### src/rtl/wfc_pkg.sv
`timescale 1ns / 1ps
package wfc_pkg;

  localparam int unsigned TABLE_ENTRIES_DEF = 64;

  localparam logic [23:0] LLC_SNAP_HDR  = 24'hAAAA03;
  localparam logic [23:0] OUI_CDP       = 24'h00000C;
  localparam logic [23:0] OUI_ZERO      = 24'h000000;
  localparam logic [15:0] PID_CDP       = 16'h2000;
  localparam logic [15:0] PID_LLDP      = 16'h88CC;
  localparam logic [15:0] PID_IPV4      = 16'h0800;
  localparam logic [15:0] PORT_DHCP_SRV = 16'd67;
  localparam logic [15:0] PORT_DHCP_CLI = 16'd68;
  localparam logic [7:0]  PROTO_UDP     = 8'd17;
  localparam logic [7:0]  CNT_MAX       = 8'd255;
  localparam logic [12:0] HDR_LEN       = 13'd24;
  localparam logic [12:0] HDR_LEN_QOS   = 13'd26;
  localparam logic [11:0] POS_MAX       = 12'd4095;
  localparam logic [1:0]  FTYPE_DATA    = 2'd2;
  localparam logic [1:0]  DS_FOUR_ADDR  = 2'd3;

  localparam logic [1:0] OP_BYTE  = 2'd0;
  localparam logic [1:0] OP_CLEAR = 2'd1;
  localparam logic [1:0] OP_READ  = 2'd2;

  typedef enum logic [2:0] {
    ST_REJECT   = 3'd0,
    ST_OTHER    = 3'd1,
    ST_CDP      = 3'd2,
    ST_LLDP     = 3'd3,
    ST_DHCP     = 3'd4,
    ST_FULL     = 3'd5,
    ST_READ_OK  = 3'd6,
    ST_READ_OOR = 3'd7
  } status_e;

  typedef enum logic [1:0] {
    CMD_REJECT = 2'd0,
    CMD_FRAME  = 2'd1,
    CMD_CLEAR  = 2'd2,
    CMD_READ   = 2'd3
  } cmd_kind_e;

  typedef enum logic [1:0] {
    CLS_OTHER = 2'd0,
    CLS_CDP   = 2'd1,
    CLS_LLDP  = 2'd2,
    CLS_DHCP  = 2'd3
  } cls_e;

  typedef struct packed {
    cmd_kind_e   kind;
    cls_e        cls;
    logic [47:0] bssid;
    logic [5:0]  index;
  } cmd_t;

  typedef struct packed {
    logic [47:0] bssid;
    logic [7:0]  cdp;
    logic [7:0]  lldp;
    logic [7:0]  dhcp;
  } entry_t;

  typedef struct packed {
    status_e     status;
    logic [5:0]  slot;
    logic [47:0] bssid;
    logic [7:0]  cdp;
    logic [7:0]  lldp;
    logic [7:0]  dhcp;
    logic        new_entry;
  } res_t;

  function automatic logic [7:0] sat_inc(input logic [7:0] v);
    return (v != CNT_MAX) ? v + 8'd1 : v;
  endfunction

endpackage

### src/rtl/wfc_front.sv
`timescale 1ns / 1ps
module wfc_front import wfc_pkg::*; (
  input  logic        clk_i,
  input  logic        rst_ni,
  input  logic        in_valid_i,
  output logic        in_ready_o,
  input  logic [1:0]  op_i,
  input  logic [7:0]  data_byte_i,
  input  logic        last_byte_i,
  input  logic [5:0]  entry_index_i,
  output logic        cmd_valid_o,
  output cmd_t        cmd_o,
  input  logic        cmd_ready_i
);

  logic [11:0] pos_q, pos_d;
  logic [15:0] fc_q, fc_d;
  logic [47:0] addr_q, addr_d;
  logic [63:0] llc_q, llc_d;
  logic [5:0]  ihl_q, ihl_d;
  logic [1:0]  flg_q, flg_d;
  logic [31:0] udp_q, udp_d;

  logic        acc;
  logic [12:0] idx, ao, hl, base, len, hn;
  logic        reject;
  cls_e        cls;
  logic        dhcp_ok;

  assign in_ready_o = cmd_ready_i;
  assign acc        = in_valid_i && in_ready_o;
  assign idx        = {1'b0, pos_q};
  assign len        = idx + 13'd1;

  always_comb begin
    fc_d   = fc_q;
    addr_d = addr_q;
    llc_d  = llc_q;
    ihl_d  = ihl_q;
    flg_d  = flg_q;
    udp_d  = udp_q;
    case (fc_q[9:8])
      2'd0:    ao = 13'd16;
      2'd1:    ao = 13'd4;
      default: ao = 13'd10;
    endcase
    hl   = (fc_q[7:4] >= 4'd8) ? HDR_LEN_QOS : HDR_LEN;
    base = hl + 13'd8;
    if (idx == 13'd0) begin
      fc_d[7:0] = data_byte_i;
    end else if (idx == 13'd1) begin
      fc_d[15:8] = data_byte_i;
    end else begin
      if (idx >= ao && idx < ao + 13'd6) addr_d = {addr_q[39:0], data_byte_i};
      if (idx >= hl && idx < hl + 13'd8) llc_d = {llc_q[55:0], data_byte_i};
      if (idx == base) begin
        ihl_d    = {data_byte_i[3:0], 2'b00};
        flg_d[0] = (data_byte_i[7:4] == 4'd4);
      end
      if (idx == base + 13'd9) flg_d[1] = (data_byte_i == PROTO_UDP);
      if (ihl_d >= 6'd20 && idx >= base + 13'(ihl_d) && idx < base + 13'(ihl_d) + 13'd4)
        udp_d = {udp_q[23:0], data_byte_i};
    end
  end

  // verdict on the final byte, from the updated capture state
  always_comb begin
    hn      = (fc_d[7:4] >= 4'd8) ? HDR_LEN_QOS : HDR_LEN;
    reject  = (fc_d[3:2] != FTYPE_DATA) || (fc_d[9:8] == DS_FOUR_ADDR) ||
              (len < hn + 13'd8);
    dhcp_ok = (len >= hn + 13'd28) && flg_d[0] && (ihl_d >= 6'd20) &&
              (len >= hn + 13'd16 + 13'(ihl_d)) && flg_d[1] &&
              (udp_d[31:16] == PORT_DHCP_SRV || udp_d[31:16] == PORT_DHCP_CLI) &&
              (udp_d[15:0] == PORT_DHCP_SRV || udp_d[15:0] == PORT_DHCP_CLI);
    cls = CLS_OTHER;
    if (llc_d[63:40] == LLC_SNAP_HDR) begin
      if (llc_d[39:16] == OUI_CDP && llc_d[15:0] == PID_CDP) cls = CLS_CDP;
      else if (llc_d[39:16] == OUI_ZERO && llc_d[15:0] == PID_LLDP) cls = CLS_LLDP;
      else if (llc_d[39:16] == OUI_ZERO && llc_d[15:0] == PID_IPV4 && dhcp_ok)
        cls = CLS_DHCP;
    end
  end

  always_comb begin
    cmd_valid_o = 1'b0;
    cmd_o.kind  = reject ? CMD_REJECT : CMD_FRAME;
    cmd_o.cls   = cls;
    cmd_o.bssid = addr_d;
    cmd_o.index = entry_index_i;
    pos_d       = (pos_q != POS_MAX) ? pos_q + 12'd1 : pos_q;
    if (acc) begin
      case (op_i)
        OP_BYTE:  cmd_valid_o = last_byte_i;
        OP_CLEAR: begin
          cmd_valid_o = 1'b1;
          cmd_o.kind  = CMD_CLEAR;
        end
        OP_READ:  begin
          cmd_valid_o = 1'b1;
          cmd_o.kind  = CMD_READ;
        end
        default:  cmd_valid_o = 1'b0;
      endcase
    end
  end

  always_ff @(posedge clk_i or negedge rst_ni) begin
    if (!rst_ni) begin
      pos_q  <= '0;
      fc_q   <= '0;
      addr_q <= '0;
      llc_q  <= '0;
      ihl_q  <= '0;
      flg_q  <= '0;
      udp_q  <= '0;
    end else if (acc && op_i == OP_BYTE) begin
      if (last_byte_i) begin
        pos_q  <= '0;
        fc_q   <= '0;
        addr_q <= '0;
        llc_q  <= '0;
        ihl_q  <= '0;
        flg_q  <= '0;
        udp_q  <= '0;
      end else begin
        pos_q  <= pos_d;
        fc_q   <= fc_d;
        addr_q <= addr_d;
        llc_q  <= llc_d;
        ihl_q  <= ihl_d;
        flg_q  <= flg_d;
        udp_q  <= udp_d;
      end
    end
  end

endmodule

### config.mk
export PLATFORM = sky130hd
export DESIGN_NAME = wfc_front
export DESIGN_NICKNAME = d
export VERILOG_FILES = /design/src/rtl/wfc_pkg.sv /design/src/rtl/wfc_front.sv
export SDC_FILE = /design/constraint.sdc
export NUM_CORES = 1
export LEC_CHECK = 0
export BUFFER_PORTS_ARGS = -buffer_cell sky130_fd_sc_hd__buf_2
export CELL_PAD_IN_SITES_DETAIL_PLACEMENT = 1
export CELL_PAD_IN_SITES_GLOBAL_PLACEMENT = 1
export CORE_MARGIN = 3
export CORE_UTILIZATION = 51
export DETAILED_ROUTE_END_ITERATION = 7
export GPL_TIMING_DRIVEN = 1
export MAX_ROUTING_LAYER = met4
export PLACE_DENSITY = 0.83
export SLEW_MARGIN = 20
export SYNTH_ARGS = -nofsm -noshare
export SYNTH_HDL_FRONTEND = slang
export SYNTH_SLANG_ARGS = --single-unit
### constraint.sdc
create_clock -name clk_i -period 17.54 [get_ports clk_i]
set_input_delay 4.385 -clock clk_i [delete_from_list [all_inputs] [get_ports clk_i]]
set_output_delay 4.385 -clock clk_i [all_outputs]
set_load 0.03 [all_outputs]
==> impl_metrics.env <==
export IMPL_wl_um=25100
export IMPL_ff2ff_path_depth=18
export IMPL_slew_headroom_pct=31.3
export IMPL_clockBufferDepth=2
export IMPL_p_seq_share_pct=47.3
export IMPL_fin_crit_ns=12.73
export IMPL_worstPathMaxFanout=12
export IMPL_antenna_found_initial=1
export IMPL_die_y_um=138
export IMPL_synthFlopType="dfrtp_1"
export IMPL_hold_end="flg_q[0]"
export IMPL_fmax_ghz=0.0786
export IMPL_gp_congestion=0.875
export IMPL_synthArstFlopShare_pct=100
export IMPL_ioPinCount=81
export IMPL_p_clk_share_pct=44.1
export IMPL_antenna_left=0
export IMPL_drv_slew=0
export IMPL_required_ns=13.15
export IMPL_portBuffers=68
export IMPL_grt_pass1_vias=7524
export IMPL_cts_tree="built"
export IMPL_grt_usage_pct=27.8
export IMPL_drt_first_pass_iters=5
export IMPL_drtIter0Drc=531
export IMPL_vias_per_cell=6.46
export IMPL_p_leak_nw=4.83
export IMPL_syn_inst=809
export IMPL_maxCapViolCount=0
export IMPL_syn2layout_area_growth_pct=11.7
export IMPL_switching_share_pct=28.0
export IMPL_hp_start="flg_q[0]"
export IMPL_path_cells="buf_2 > mux2i_1 > nand3b_1 > xor2_1 > nand3_1 > xnor2_1 > ha_1 > a2111oi_0 > a21oi_1 > nor3_1 > nand2_1 > or3_1 > a2111o_1 > a21oi_1 > buf_2"
export IMPL_critical_path_slowest_cell="mux2i_1"
export IMPL_setup_ws_ns=4.81
export IMPL_r2r_start="pos_q[1]"
export IMPL_place_ws_ns=4.90
export IMPL_hold_viol_final=0
export IMPL_internal_power_w=0.000607
export IMPL_postCtsResizedCells=0
export IMPL_synth_edf_count=0
export IMPL_worst_slew_pin_slew_ns=1.02
export IMPL_cts_root_buf="clkbuf_16"
export IMPL_critPathBufInv=2
export IMPL_layout_cells_non_filler=1076
export IMPL_htreeDepth=4
export IMPL_dp_cells=1043
export IMPL_drc_errors=0
export IMPL_grt_remaining_overflow=0
export IMPL_rr_endpoint="udp_q[23]"
export IMPL_via_count=6952
export IMPL_skew_ns=0.00917
export IMPL_final_nets=903
export IMPL_grt_max_degree=118
export IMPL_worst_setup_path_type="in -> out"
export IMPL_insertion_delay_ns=0.44
export IMPL_avgSynthCellArea_sq_um=11.0
export IMPL_syn_area_sq_mm=0.00889
export IMPL_drive_gt1_share_pct=20.6
export IMPL_setup_worst_path_end_class="output pin"
export IMPL_cts_clk_slew_worst_paths_ns=0.07
export IMPL_critPathMaxStageDelay_ns=0.63
export IMPL_ys_warn_count=0
export IMPL_grt_first_pass_wirelength_um=41900
export IMPL_combPwrFrac_pct=8.6
export IMPL_clock_sinks=169
export IMPL_initial_utilization_pct=52.9
export IMPL_arrival_ns=8.34
export IMPL_postCtsSetupRepairBufs=0
export IMPL_synth_nets=870
export IMPL_irDropWorstVdd_mv=0.111
export IMPL_numCtsBuffers=17
export IMPL_ys_types=61
export IMPL_critPathTopFamily="simple AND/OR/NAND/NOR gates"
export IMPL_yosysSeqAreaShare_pct=47.6
export IMPL_fin_crit_sh_pct=72.6
export IMPL_wl_per_cell_um=23.3
export IMPL_r2r_setup_slack_ns=11.39
export IMPL_hpwlAfterDp_um=16700
export IMPL_status="complete, no violations"
export IMPL_cellPowerDensity_mw_per_mm2=84.9
export IMPL_finalSetupViolCount=0
export IMPL_hold_path_class="reg -> reg"
export IMPL_worstSetupStartpointType="primary input"
export IMPL_hold_buffers=0
export IMPL_utilization_pct=59.0
export IMPL_fin_hold_ws_ns=0.502
export IMPL_p_switching_w=0.000236
export IMPL_rows=47
export IMPL_hold_path_cell_count=1
export IMPL_tns_ns=0
export IMPL_fill_cells=1798
export IMPL_core_area_sq_mm=0.0168
export IMPL_rsz0062_at_grt="no"
export IMPL_die_area_sq_mm=0.0191
export IMPL_ys_ff_latch=169
export IMPL_die_w_um=138
==> through the flow <==
step / power (W) / cell area [sq um]
after CTS: 0.000847 / 9930
after floorplan: 0.000451 / 8890
after global placement: 0.000472 / 9340
final: 0.000843 / 9930
after detailed placement: 0.000477 / 9340
after global routing: 0.000878 / 9930
==> synth_stat cells (4+ instances only) <==
cell | number | share of area (%)
nor4_1 | 16 | 1.1
and3_1 | 7 | 0.49
dfrtp_1 | 169 | 48
nand4_1 | 6 | 0.42
mux2i_1 | 8 | 0.90
nand2b_1 | 5 | 0.35
nor2_1 | 29 | 1.2
buf_2 | 5 | 0.28
or4_1 | 4 | 0.34
nor4b_1 | 6 | 0.59
inv_1 | 23 | 0.97
nor2b_1 | 9 | 0.63
or2_2 | 4 | 0.28
nand2_1 | 51 | 2.2
clkbuf_1 | 46 | 1.9
a32o_1 | 5 | 0.56
ha_1 | 40 | 5.6
o21a_1 | 5 | 0.42
xnor2_1 | 9 | 0.89
nand3b_1 | 4 | 0.34
nor3b_1 | 7 | 0.59
o21ai_0 | 34 | 1.9
o21bai_1 | 5 | 0.42
xor2_1 | 6 | 0.59
a22o_1 | 147 | 14
nand3_1 | 16 | 0.90
nor3_1 | 14 | 0.79
buf_4 | 10 | 0.84
mux2_2 | 52 | 6.6
a21oi_1 | 18 | 1.0
==> layout make-up <==
cell class	instances	area (sq um)	share of cell area, %
sequential	169	4230	42.6
inverter	23	86.3	0.869
antenna	1	2.50	0.0252
multi-input combinational	555	4350	43.8
timing repair buffer	76	409	4.12
clock inverter	15	156	1.57
clock buffer	17	425	4.28
tap	220	275	2.77
==> sequential cells by signal (all words and copies together) (netlist names) <==
signal  count
addr_q     48
fc_q        5
flg_q       2
ihl_q       6
llc_q      64
pos_q      12
udp_q      32
==> placed cells by master (no fill, tap or decap), drive strengths merged, types with 6 or more instances in the layout <==
| master | count |
|---|---|
| mux2i | 8 |
| nor4b | 6 |
| mux2 | 52 |
| o21bai | 6 |
| nand4 | 6 |
| and3 | 7 |
| buf | 75 |
| nand2 | 51 |
| ha | 40 |
| a22o | 147 |
| a21oi | 18 |
| xnor2 | 9 |
| nand3 | 16 |
| nor3b | 7 |
| xor2 | 6 |
| o21ai | 38 |
| dfrtp | 169 |
| nor2 | 29 |
| inv | 30 |
| nor2b | 9 |
| nor3 | 14 |
| nor4 | 17 |
| clkbuf | 18 |
==> power by group through the flow <==
stage               Combinational [W]  Sequential [W]  Clock, W
finish                      0.0000728        0.000399  0.000371
global route                0.0000822        0.000399  0.000396
CTS                         0.0000732        0.000399  0.000376
detailed placement          0.0000712        0.000406         0
global placement            0.0000667        0.000406         0
floorplan                   0.0000486        0.000403         0
==> metal layers <==
metal / global-route usage, % / wire (um) / vias to the layer above
li1: - / - / 3113
met1: 35.5 / 10700 / 3599
met2: 44.5 / 12700 / 191
met3: 5.42 / 959 / 49
met4: 9.93 / 652 / 0
met5: - / 0 / -
==> cell families (layout without fill, tap and decap cells) <==
| logic type | count (synthesis) | count (layout) | share of synthesized area [%] |
|---|---|---|---|
| compound gates | 244 | 244 | 21.6 |
| simple gates | 194 | 194 | 11.9 |
| flops | 169 | 169 | 47.6 |
| buf+inv | 85 | 131 | 4.08 |
| mux | 60 | 60 | 7.49 |
| fa+ha+maj | 40 | 40 | 5.63 |
| xor+xnor | 16 | 16 | 1.75 |
| other cells | 1 | 2 | 0.0422 |
==> worst max-delay path by stage <==
stage	from	end	slack (ns)	depth (start not counted)
final	data_byte_i[1]	cmd_o[55]	4.81	15
after global placement	data_byte_i[1]	cmd_o[55]	5.13	15
after global routing	data_byte_i[1]	cmd_o[55]	4.53	15
after CTS	data_byte_i[1]	cmd_o[55]	4.84	15
after detailed placement	data_byte_i[1]	cmd_o[55]	4.90	16
after floorplan	data_byte_i[0]	cmd_o[54]	5.20	15
Power figures use the tool's default switching activity.
