[src/rtl/wfc_pkg.sv]
`timescale 1ns / 1ps
package wfc_pkg;

  localparam int unsigned TABLE_ENTRIES_DEF = 64;

  localparam logic [23:0] LLC_SNAP_HDR  = 24'hAAAA03;
  localparam logic [23:0] OUI_CDP       = 24'h00000C;
  localparam logic [23:0] OUI_ZERO      = 24'h000000;
  localparam logic [15:0] PID_CDP       = 16'h2000;
  localparam logic [15:0] PID_LLDP      = 16'h88CC;
  localparam logic [15:0] PID_IPV4      = 16'h0800;
  localparam logic [15:0] PORT_DHCP_SRV = 16'd67;
  localparam logic [15:0] PORT_DHCP_CLI = 16'd68;
  localparam logic [7:0]  PROTO_UDP     = 8'd17;
  localparam logic [7:0]  CNT_MAX       = 8'd255;
  localparam logic [12:0] HDR_LEN       = 13'd24;
  localparam logic [12:0] HDR_LEN_QOS   = 13'd26;
  localparam logic [11:0] POS_MAX       = 12'd4095;
  localparam logic [1:0]  FTYPE_DATA    = 2'd2;
  localparam logic [1:0]  DS_FOUR_ADDR  = 2'd3;

  localparam logic [1:0] OP_BYTE  = 2'd0;
  localparam logic [1:0] OP_CLEAR = 2'd1;
  localparam logic [1:0] OP_READ  = 2'd2;

  typedef enum logic [2:0] {
    ST_REJECT   = 3'd0,
    ST_OTHER    = 3'd1,
    ST_CDP      = 3'd2,
    ST_LLDP     = 3'd3,
    ST_DHCP     = 3'd4,
    ST_FULL     = 3'd5,
    ST_READ_OK  = 3'd6,
    ST_READ_OOR = 3'd7
  } status_e;

  typedef enum logic [1:0] {
    CMD_REJECT = 2'd0,
    CMD_FRAME  = 2'd1,
    CMD_CLEAR  = 2'd2,
    CMD_READ   = 2'd3
  } cmd_kind_e;

  typedef enum logic [1:0] {
    CLS_OTHER = 2'd0,
    CLS_CDP   = 2'd1,
    CLS_LLDP  = 2'd2,
    CLS_DHCP  = 2'd3
  } cls_e;

  typedef struct packed {
    cmd_kind_e   kind;
    cls_e        cls;
    logic [47:0] bssid;
    logic [5:0]  index;
  } cmd_t;

  typedef struct packed {
    logic [47:0] bssid;
    logic [7:0]  cdp;
    logic [7:0]  lldp;
    logic [7:0]  dhcp;
  } entry_t;

  typedef struct packed {
    status_e     status;
    logic [5:0]  slot;
    logic [47:0] bssid;
    logic [7:0]  cdp;
    logic [7:0]  lldp;
    logic [7:0]  dhcp;
    logic        new_entry;
  } res_t;

  function automatic logic [7:0] sat_inc(input logic [7:0] v);
    return (v != CNT_MAX) ? v + 8'd1 : v;
  endfunction

endpackage

[src/rtl/wfc_queue.sv]
`timescale 1ns / 1ps
module wfc_queue import wfc_pkg::*; (
  input  logic clk_i,
  input  logic rst_ni,
  input  logic push_valid_i,
  input  cmd_t push_i,
  output logic push_ready_o,
  output logic pop_valid_o,
  output cmd_t pop_o,
  input  logic pop_ready_i
);

  cmd_t       slot_q [2];
  logic       wp_q, rp_q;
  logic [1:0] cnt_q;
  logic       push, pop;

  assign push_ready_o = (cnt_q != 2'd2);
  assign pop_valid_o  = (cnt_q != 2'd0);
  assign pop_o        = slot_q[rp_q];
  assign push         = push_valid_i && push_ready_o;
  assign pop          = pop_valid_o && pop_ready_i;

  always_ff @(posedge clk_i) begin
    if (push) slot_q[wp_q] <= push_i;
  end

  always_ff @(posedge clk_i or negedge rst_ni) begin
    if (!rst_ni) begin
      wp_q  <= 1'b0;
      rp_q  <= 1'b0;
      cnt_q <= '0;
    end else begin
      if (push) wp_q <= ~wp_q;
      if (pop)  rp_q <= ~rp_q;
      cnt_q <= cnt_q + 2'(push) - 2'(pop);
    end
  end

endmodule

[config.mk]
export PLATFORM = sky130hd
export DESIGN_NAME = wfc_queue
export DESIGN_NICKNAME = d
export VERILOG_FILES = /design/src/rtl/wfc_pkg.sv /design/src/rtl/wfc_queue.sv
export SDC_FILE = /design/constraint.sdc
export NUM_CORES = 1
export LEC_CHECK = 0
export ABC_AREA = 1
export BUFFER_PORTS_ARGS = -buffer_cell sky130_fd_sc_hd__buf_2
export CAP_MARGIN = 5
export CELL_PAD_IN_SITES_DETAIL_PLACEMENT = 1
export CELL_PAD_IN_SITES_GLOBAL_PLACEMENT = 2
export CORE_MARGIN = 2
export CORE_UTILIZATION = 31
export DETAILED_ROUTE_END_ITERATION = 10
export GPL_TIMING_DRIVEN = 0
export HOLD_SLACK_MARGIN = 0.08
export MAX_ROUTING_LAYER = met4
export PLACE_DENSITY = 0.79
export SLEW_MARGIN = 20
export SYNTH_ARGS = -nofsm -noshare
export SYNTH_HDL_FRONTEND = slang
export SYNTH_SLANG_ARGS = --single-unit
[constraint.sdc]
create_clock -name clk_i -period 3.4 [get_ports clk_i]
set_clock_uncertainty 0.15 [all_clocks]
set_input_delay 0.68 -clock clk_i [delete_from_list [all_inputs] [get_ports clk_i]]
set_output_delay 0.68 -clock clk_i [all_outputs]
set_load 0.01 [all_outputs]
==> results of run 1 <==
[stage by stage]
| step | setup WS (ns) | instance area, sq um | utilization (%) |
|---|---|---|---|
| 2_1_floorplan | 0.550 | 4450 | - |
| 3_3_place_gp | -0.516 | 5290 | 37.9 |
| 3_5_place_dp | 1.26 | 5360 | 38.5 |
| 4_1_cts | 0.905 | 5910 | 42.4 |
| 5_1_grt | 0.824 | 5920 | 42.5 |
| 6_report | 0.989 | 5920 | 42.5 |
[final cells by class]
cell class | count | area (sq um)
clock buffers | 20 | 437
clock inverters | 11 | 108
well taps | 180 | 225
fillers | 1498 | 8020
flip-flops and latches | 120 | 3580
inverters | 9 | 36.3
diodes | 2 | 5.00
plain buffers | 13 | 88.8
repair buffers | 125 | 683
multi-input cells | 193 | 753
[kinds of logic (layout without fill, tap and decap cells)]
logic type	Yosys count	count (layout)	synth area share [%]
other	0	2	0
flip-flops	120	120	80.5
buffers and inverters	22	178	2.75
AND/OR/NAND/NOR	191	191	16.2
adder cells (fa/ha/maj)	2	2	0.562
[state kept, by name, indices dropped and copies added (netlist names)]
signal	flops
cnt_q	2
slot_q	116
rp_q	1
wp_q	1
[layout by cell type, fill, tap and decap left out, types with 3 or more instances in the layout]
master	Yosys	layout
buf_2	8	129
dfrtp_1	4	4
buf_6	3	3
edfxtp_1	116	116
clkinv_2	0	5
clkbuf_1	0	3
nand2_1	187	187
inv_1	8	7
clkbuf_16	0	17
nand3_1	3	3
[routing by layer]
metal	up-vias	global-route usage [%]
met5	-	-
met4	0	5.54
met3	10	5.04
met2	90	24.2
met1	1390	15.1
li1	1412	-
[power by group]
group | total [mW] | leakage, nW | switching, mW | internal, mW
sequential | 2.10 | 1.13 | 0.0786 | 2.02
clock | 1.65 | 0.264 | 0.590 | 1.06
combinational | 1.67 | 1.19 | 1.08 | 0.589
[path summary, 6_finish.rpt]
check                                 from            end  slack, ns  cells past startpoint
worst max register to register    cnt_q[1]  slot_q[1][11]       1.55                      4
worst min register to register        wp_q           wp_q       0.34                      2
max in group asynchronous           rst_ni       cnt_q[0]       2.50                      2
worst max-delay path                  rp_q      pop_o[22]       0.99                      6
worst min-delay path            push_i[26]  slot_q[0][26]       0.32                      1
min in group asynchronous           rst_ni           wp_q       0.47                      2
[worst max-delay path, delay by kind of cell (launching register included)]
family / cells / cell delay [ns]
buffers and inverters: 4 / 0.65
flip-flops: 1 / 0.35
AND/OR/NAND/NOR: 2 / 0.19
==> metrics, run 1 <==
PwrDens=915 mW/mm^2; WP data arrival=roughly 1.6 ns; DR vias=roughly 2.9k; post-synthesis cell count=approximately 340; worst-path cell chain=buf_4 -> inv_2 -> buf_2 -> nand2_1 -> nand2_1 -> buf_2; # setup viols final=0; Die Width=124 um; overall routing resource usage=14.2%; vias in the first global route=just over 3k; Slowest Stage Delay on Critical Path=0.35 ns; Worst-Skew Late Latency=0.40 ns; met3 wire len=~670 um; Final HPWL DP=6920 um; RSZ-0062 raised after global routing=false; share of cells above drive strength 1=between 30 and 40%; CP Max Fanout=10; synth warn=0; maximum vdd drop=0.370 mV; largest net degree at the start of global routing=36; Hold Worst Slack=approximately 0.32 ns; # resized after CTS=0; CTS Root Cell=clkbuf_16; Synthesized Nets=399; PortBufs=between 100 and 150; number of synthesized flops with an enable pin=116; area leader, netlist=edfxtp_1; Seq/Total Area, Yosys=80.5%; Syn Std Cell Area=0.00445 sq mm; type of origin of the critical path=flop; final hold vios=0; Max Slew Vio Count=0; Layout Nets=543; setup TNS after final layout=0 ns; Non-Filler Instances=673; Num CTS Buffers=17; top cells by area, synth=edfxtp_1, nand2_1, dfrtp_1, buf_2, buf_6; area of the die=0.0153 sq mm; chip height=124 um; Top Layer Used=met4; synthesis-to-finish area growth=33.0%; first-pass GRT wire length=15200 um; Tightest Pin Transition=0.605 ns; initial antenna violation count=2; DRC viols=0; CP required=2.57 ns; Hold Path Class=in2reg; routed len/inst=14.8 um; status=finished, final reports clean; Clock Pin Slew Worst Setup and Hold Paths=roughly 0.050 ns; top cells by count, synth=nand2_1, edfxtp_1, buf_2, inv_1, dfrtp_1; max-cap viol count=0; placed insts=between 600 and 700; Slowest-stage cell, CP=dfrtp_1; area of the core=around 0.014 sq mm; Cell variety after synth=11; endpoint class of the critical path=output pin; maximum clock path buffer count=2; grt total ovfl=0; TritonCTS clock tree=built; site row count=43; CTS Hold Bufs=1; initial DRC count=86; drt pass-1 iters=6; most frequent cell after synthesis=nand2_1; Pleak=2.58 nW; Yosys reg bits=120; asr flop ratio synth=3.33%; Sink Count=120; fin crit share=70.9%; Total Routed Length=9960 um; routed wl met2=5080 um; H-Tree Depth=4; Peak Freq=roughly 410 MHz; Initial Util=between 30% and 40%; antenna-violating nets left=0; Worst slew margin=around 60%; Final Wtd Congestion=slightly above 0.7; Via density=4.31; I/O pin count=122; Syn Area/Cell=13.3 sq um; Overall Power=roughly 5.4 mW; Final Critical Period=2.41 ns; share of the synthesized area in the top cell type=78.2%; Synth Flop Type=edfxtp_1; M1 WL=4090 um; CP Class=reg2out; Setup Fix Bufs, Post-CTS=0
No activity file was read; power rests on OpenSTA's default activity.
==> inputs of run 2 (changes only) <==
--- a/config.mk
+++ b/config.mk
@@ -11,12 +11,12 @@
 export CELL_PAD_IN_SITES_DETAIL_PLACEMENT = 1
 export CELL_PAD_IN_SITES_GLOBAL_PLACEMENT = 2
 export CORE_MARGIN = 2
-export CORE_UTILIZATION = 31
+export CORE_UTILIZATION = 34
 export DETAILED_ROUTE_END_ITERATION = 10
 export GPL_TIMING_DRIVEN = 0
 export HOLD_SLACK_MARGIN = 0.08
 export MAX_ROUTING_LAYER = met4
-export PLACE_DENSITY = 0.79
+export PLACE_DENSITY = 0.82
 export SLEW_MARGIN = 20
 export SYNTH_ARGS = -nofsm -noshare
 export SYNTH_HDL_FRONTEND = slang
==> constraint.sdc (replaced) <==
create_clock -name clk_i -period 2.25 [get_ports clk_i]
set_clock_uncertainty 0.15 [all_clocks]
set_input_delay 0.45 -clock clk_i [delete_from_list [all_inputs] [get_ports clk_i]]
set_output_delay 0.45 -clock clk_i [all_outputs]
set_load 0.01 [all_outputs]
==> metrics, run 2 (synthesized netlist as in run 1, its figures left out) <==
dpl ws=0.239 ns (was 1.26 ns); largest registers=slot_q x116, cnt_q x2 (unchanged); CP Class=reg2out (unchanged); fin crit share=94.7%; CTS Root Cell=clkbuf_16 (unchanged); Hold Path Class=in2reg (unchanged); maximum vdd drop=0.780 mV (was 0.370 mV); first-pass GRT wire length=18000 um (was 15200 um); CP Max Fanout=8 (was 10); # diodes=0 (was 2); Net Sw Power=2.81 mW (was 1.75 mW); Final HPWL DP=6980 um (was 6920 um); max-cap viol count=0 (unchanged); maximum clock path buffer count=2 (unchanged); Die Width=118 um (was 124 um); Via density=4.36 (was 4.31); Peak Freq=~470 MHz; routed len/inst=15.5 um (was 14.8 um); status=finished, final reports clean (unchanged); initial DRC count=128 (was 86); Int Power=5.56 mW (was 3.67 mW); Sw Ratio=33.6% (was 32.3%); Worst slew margin=53.3% (was 59.6%); endpoint class of the critical path=output pin (unchanged); CP delay by family, top=buffers and inverters (unchanged); final hold vios=0 (unchanged); PortBufs=121 (unchanged); site row count=41 (was 43); Comb pwr share=32.8% (was 30.9%); # setup viols final=0 (unchanged); Num CTS Buffers=17 (unchanged); area of the core=0.0127 sq mm (was 0.0139 sq mm); startpoint of the worst hold path=pop_ready_i (was push_i[26]); FF+latch area=0.00358 sq mm (unchanged); synthesis-to-finish area growth=46.6% (was 33.0%); area of the die=0.0140 sq mm (was 0.0153 sq mm); DR vias=3160 (was 2902); largest net degree at the start of global routing=26 (was 36); clock power share=29.2% (was 30.4%); Crit. Startpoint=rp_q (unchanged); H-Tree Depth=4 (unchanged); I/O pin count=122 (unchanged); FILL cells=1358 (was 1498); WP buf/inv=5 (was 4); initial antenna violation count=0 (was 2); setup TNS after final layout=0 ns (unchanged); vias in the first global route=3633 (was 3026); antenna-violating nets left=0 (unchanged); worst-path cell chain=buf_4 -> inv_4 -> buf_6 -> buf_4 -> nand2_1 -> nand2_1 -> buf_2 (was buf_4 -> inv_2 -> buf_2 -> nand2_1 -> nand2_1 -> buf_2); share of cells above drive strength 1=31.2% (was 33.8%); chip height=118 um (was 124 um); Clock Pin Slew Worst Setup and Hold Paths=0.05 ns (about the same); Final Wtd Congestion=0.695 (was 0.718); largest register by flop count=slot_q (unchanged); TritonCTS clock tree=built (unchanged); Pleak=2.83 nW (was 2.58 nW); Sink Count=120 (unchanged); RSZ-0062 raised after global routing=false (unchanged); Slowest-stage cell, CP=dfrtp_1 (unchanged); Final Critical Period=2.13 ns; final worst slack=0.119 ns (was 0.989 ns); drt pass-1 iters=4 (was 6); area of the multi-input gates=753 sq um (unchanged); DRC viols=0 (unchanged); Total Routed Length=11200 um (was 9960 um); grt total ovfl=0 (unchanged); type of origin of the critical path=flop (unchanged); Layout Nets=603 (was 543); Worst-Skew Late Latency=0.41 ns (was 0.40 ns); RR Startpoint=cnt_q[0] (was cnt_q[1]); Flop pwr share=38.0% (was 38.7%); Slowest Stage Delay on Critical Path=0.36 ns (was 0.35 ns); max reg flops=116 (unchanged); overall routing resource usage=17.6% (was 14.2%); Initial Util=35.0% (was 31.9%); PwrDens=1280 mW/mm^2 (was 915 mW/mm^2); most frequent cells in the layout=nand2_1, buf_2, edfxtp_1 (unchanged); Tightest Pin Transition=0.699 ns (was 0.605 ns); WP data arrival=1.53 ns (was 1.58 ns); Max Slew Vio Count=0 (unchanged); CP required=1.65 ns (was 2.57 ns); commonest non-fill, non-tap cell in the layout=nand2_1 (unchanged)
==> run 2: cell count changes in the layout (fill, tap and decap cells not counted), sizes merged <==
| cell | delta |
|---|---|
| dlygate4sd3 | +58 |
| bufinv | -1 |
| clkinvlp | +5 |
| clkinv | +1 |
| buf | -1 |
| diode | -2 |
| inv | -1 |
==> run 2: per-layer routing <==
metal,GRT usage (%),wire length [um]
met1,18.4,4490
met3,5.65,642
met5,-,0
met4,8.85,232
met2,29.9,5860
==> run 2: timing repair <==
item / 4_1_cts / 5_1_grt
setup endpoints to repair: 0 / 45
setup buffers: 0 / 1
endpoints found under the hold margin: 119 / 0
gates resized for setup: 0 / 4
hold buffers: 59 / 0
==> run 2: layout make-up <==
type,count,share of cell area (%)
buffer,13,1.48
clock buffer,17,6.52
clock inverter,15,1.73
inverter,9,0.614
multi-input combinational,193,11.5
sequential,120,54.9
tap,172,3.30
timing repair buffer,185,19.9
==> run 2: per-stage QoR <==
| stage | util, % | cell area, sq um | total power, mW | hold WS [ns] | instances |
|---|---|---|---|---|---|
| finish | 51.3 | 6530 | 8.36 | 0.148 | 724 |
| CTS | 51.2 | 6510 | 8.44 | 0.127 | 723 |
| global route | 51.3 | 6530 | 8.89 | 0.167 | 724 |
| global placement | 41.5 | 5280 | 5.67 | 0.109 | 628 |
| floorplan | - | 4460 | 4.64 | 0.00441 | 335 |
| detailed placement | 42.3 | 5380 | 5.88 | 0.110 | 632 |
==> run 2: worst register-to-register path: stages, from the launching register on <==
cell and delay [ns]:
dfrtp_1 0.36, inv_1 0.07, nand2_1 0.09, nand2_1 0.13
nor2_4 0.56, buf_12 0.27
==> run 2: path summary, 6_finish.rpt <==
check	end	slack (ns)	cells past startpoint
min reg2reg	wp_q	0.36	2
max reg2reg	slot_q[1][48]	0.30	5
min	rp_q	0.15	3
max	pop_o[4]	0.12	7
max in group asynchronous	cnt_q[1]	1.61	2
min in group asynchronous	wp_q	0.23	2
==> run 2: power by group through the flow <==
stage                     logic [mW]  registers [mW]  clock network, mW
after detailed placement        2.67            3.22                  0
after CTS                       2.77            3.18               2.50
after global routing            3.09            3.22               2.59
after floorplan                 1.45            3.19                  0
final                           2.74            3.18               2.44
after global placement          2.46            3.21                  0
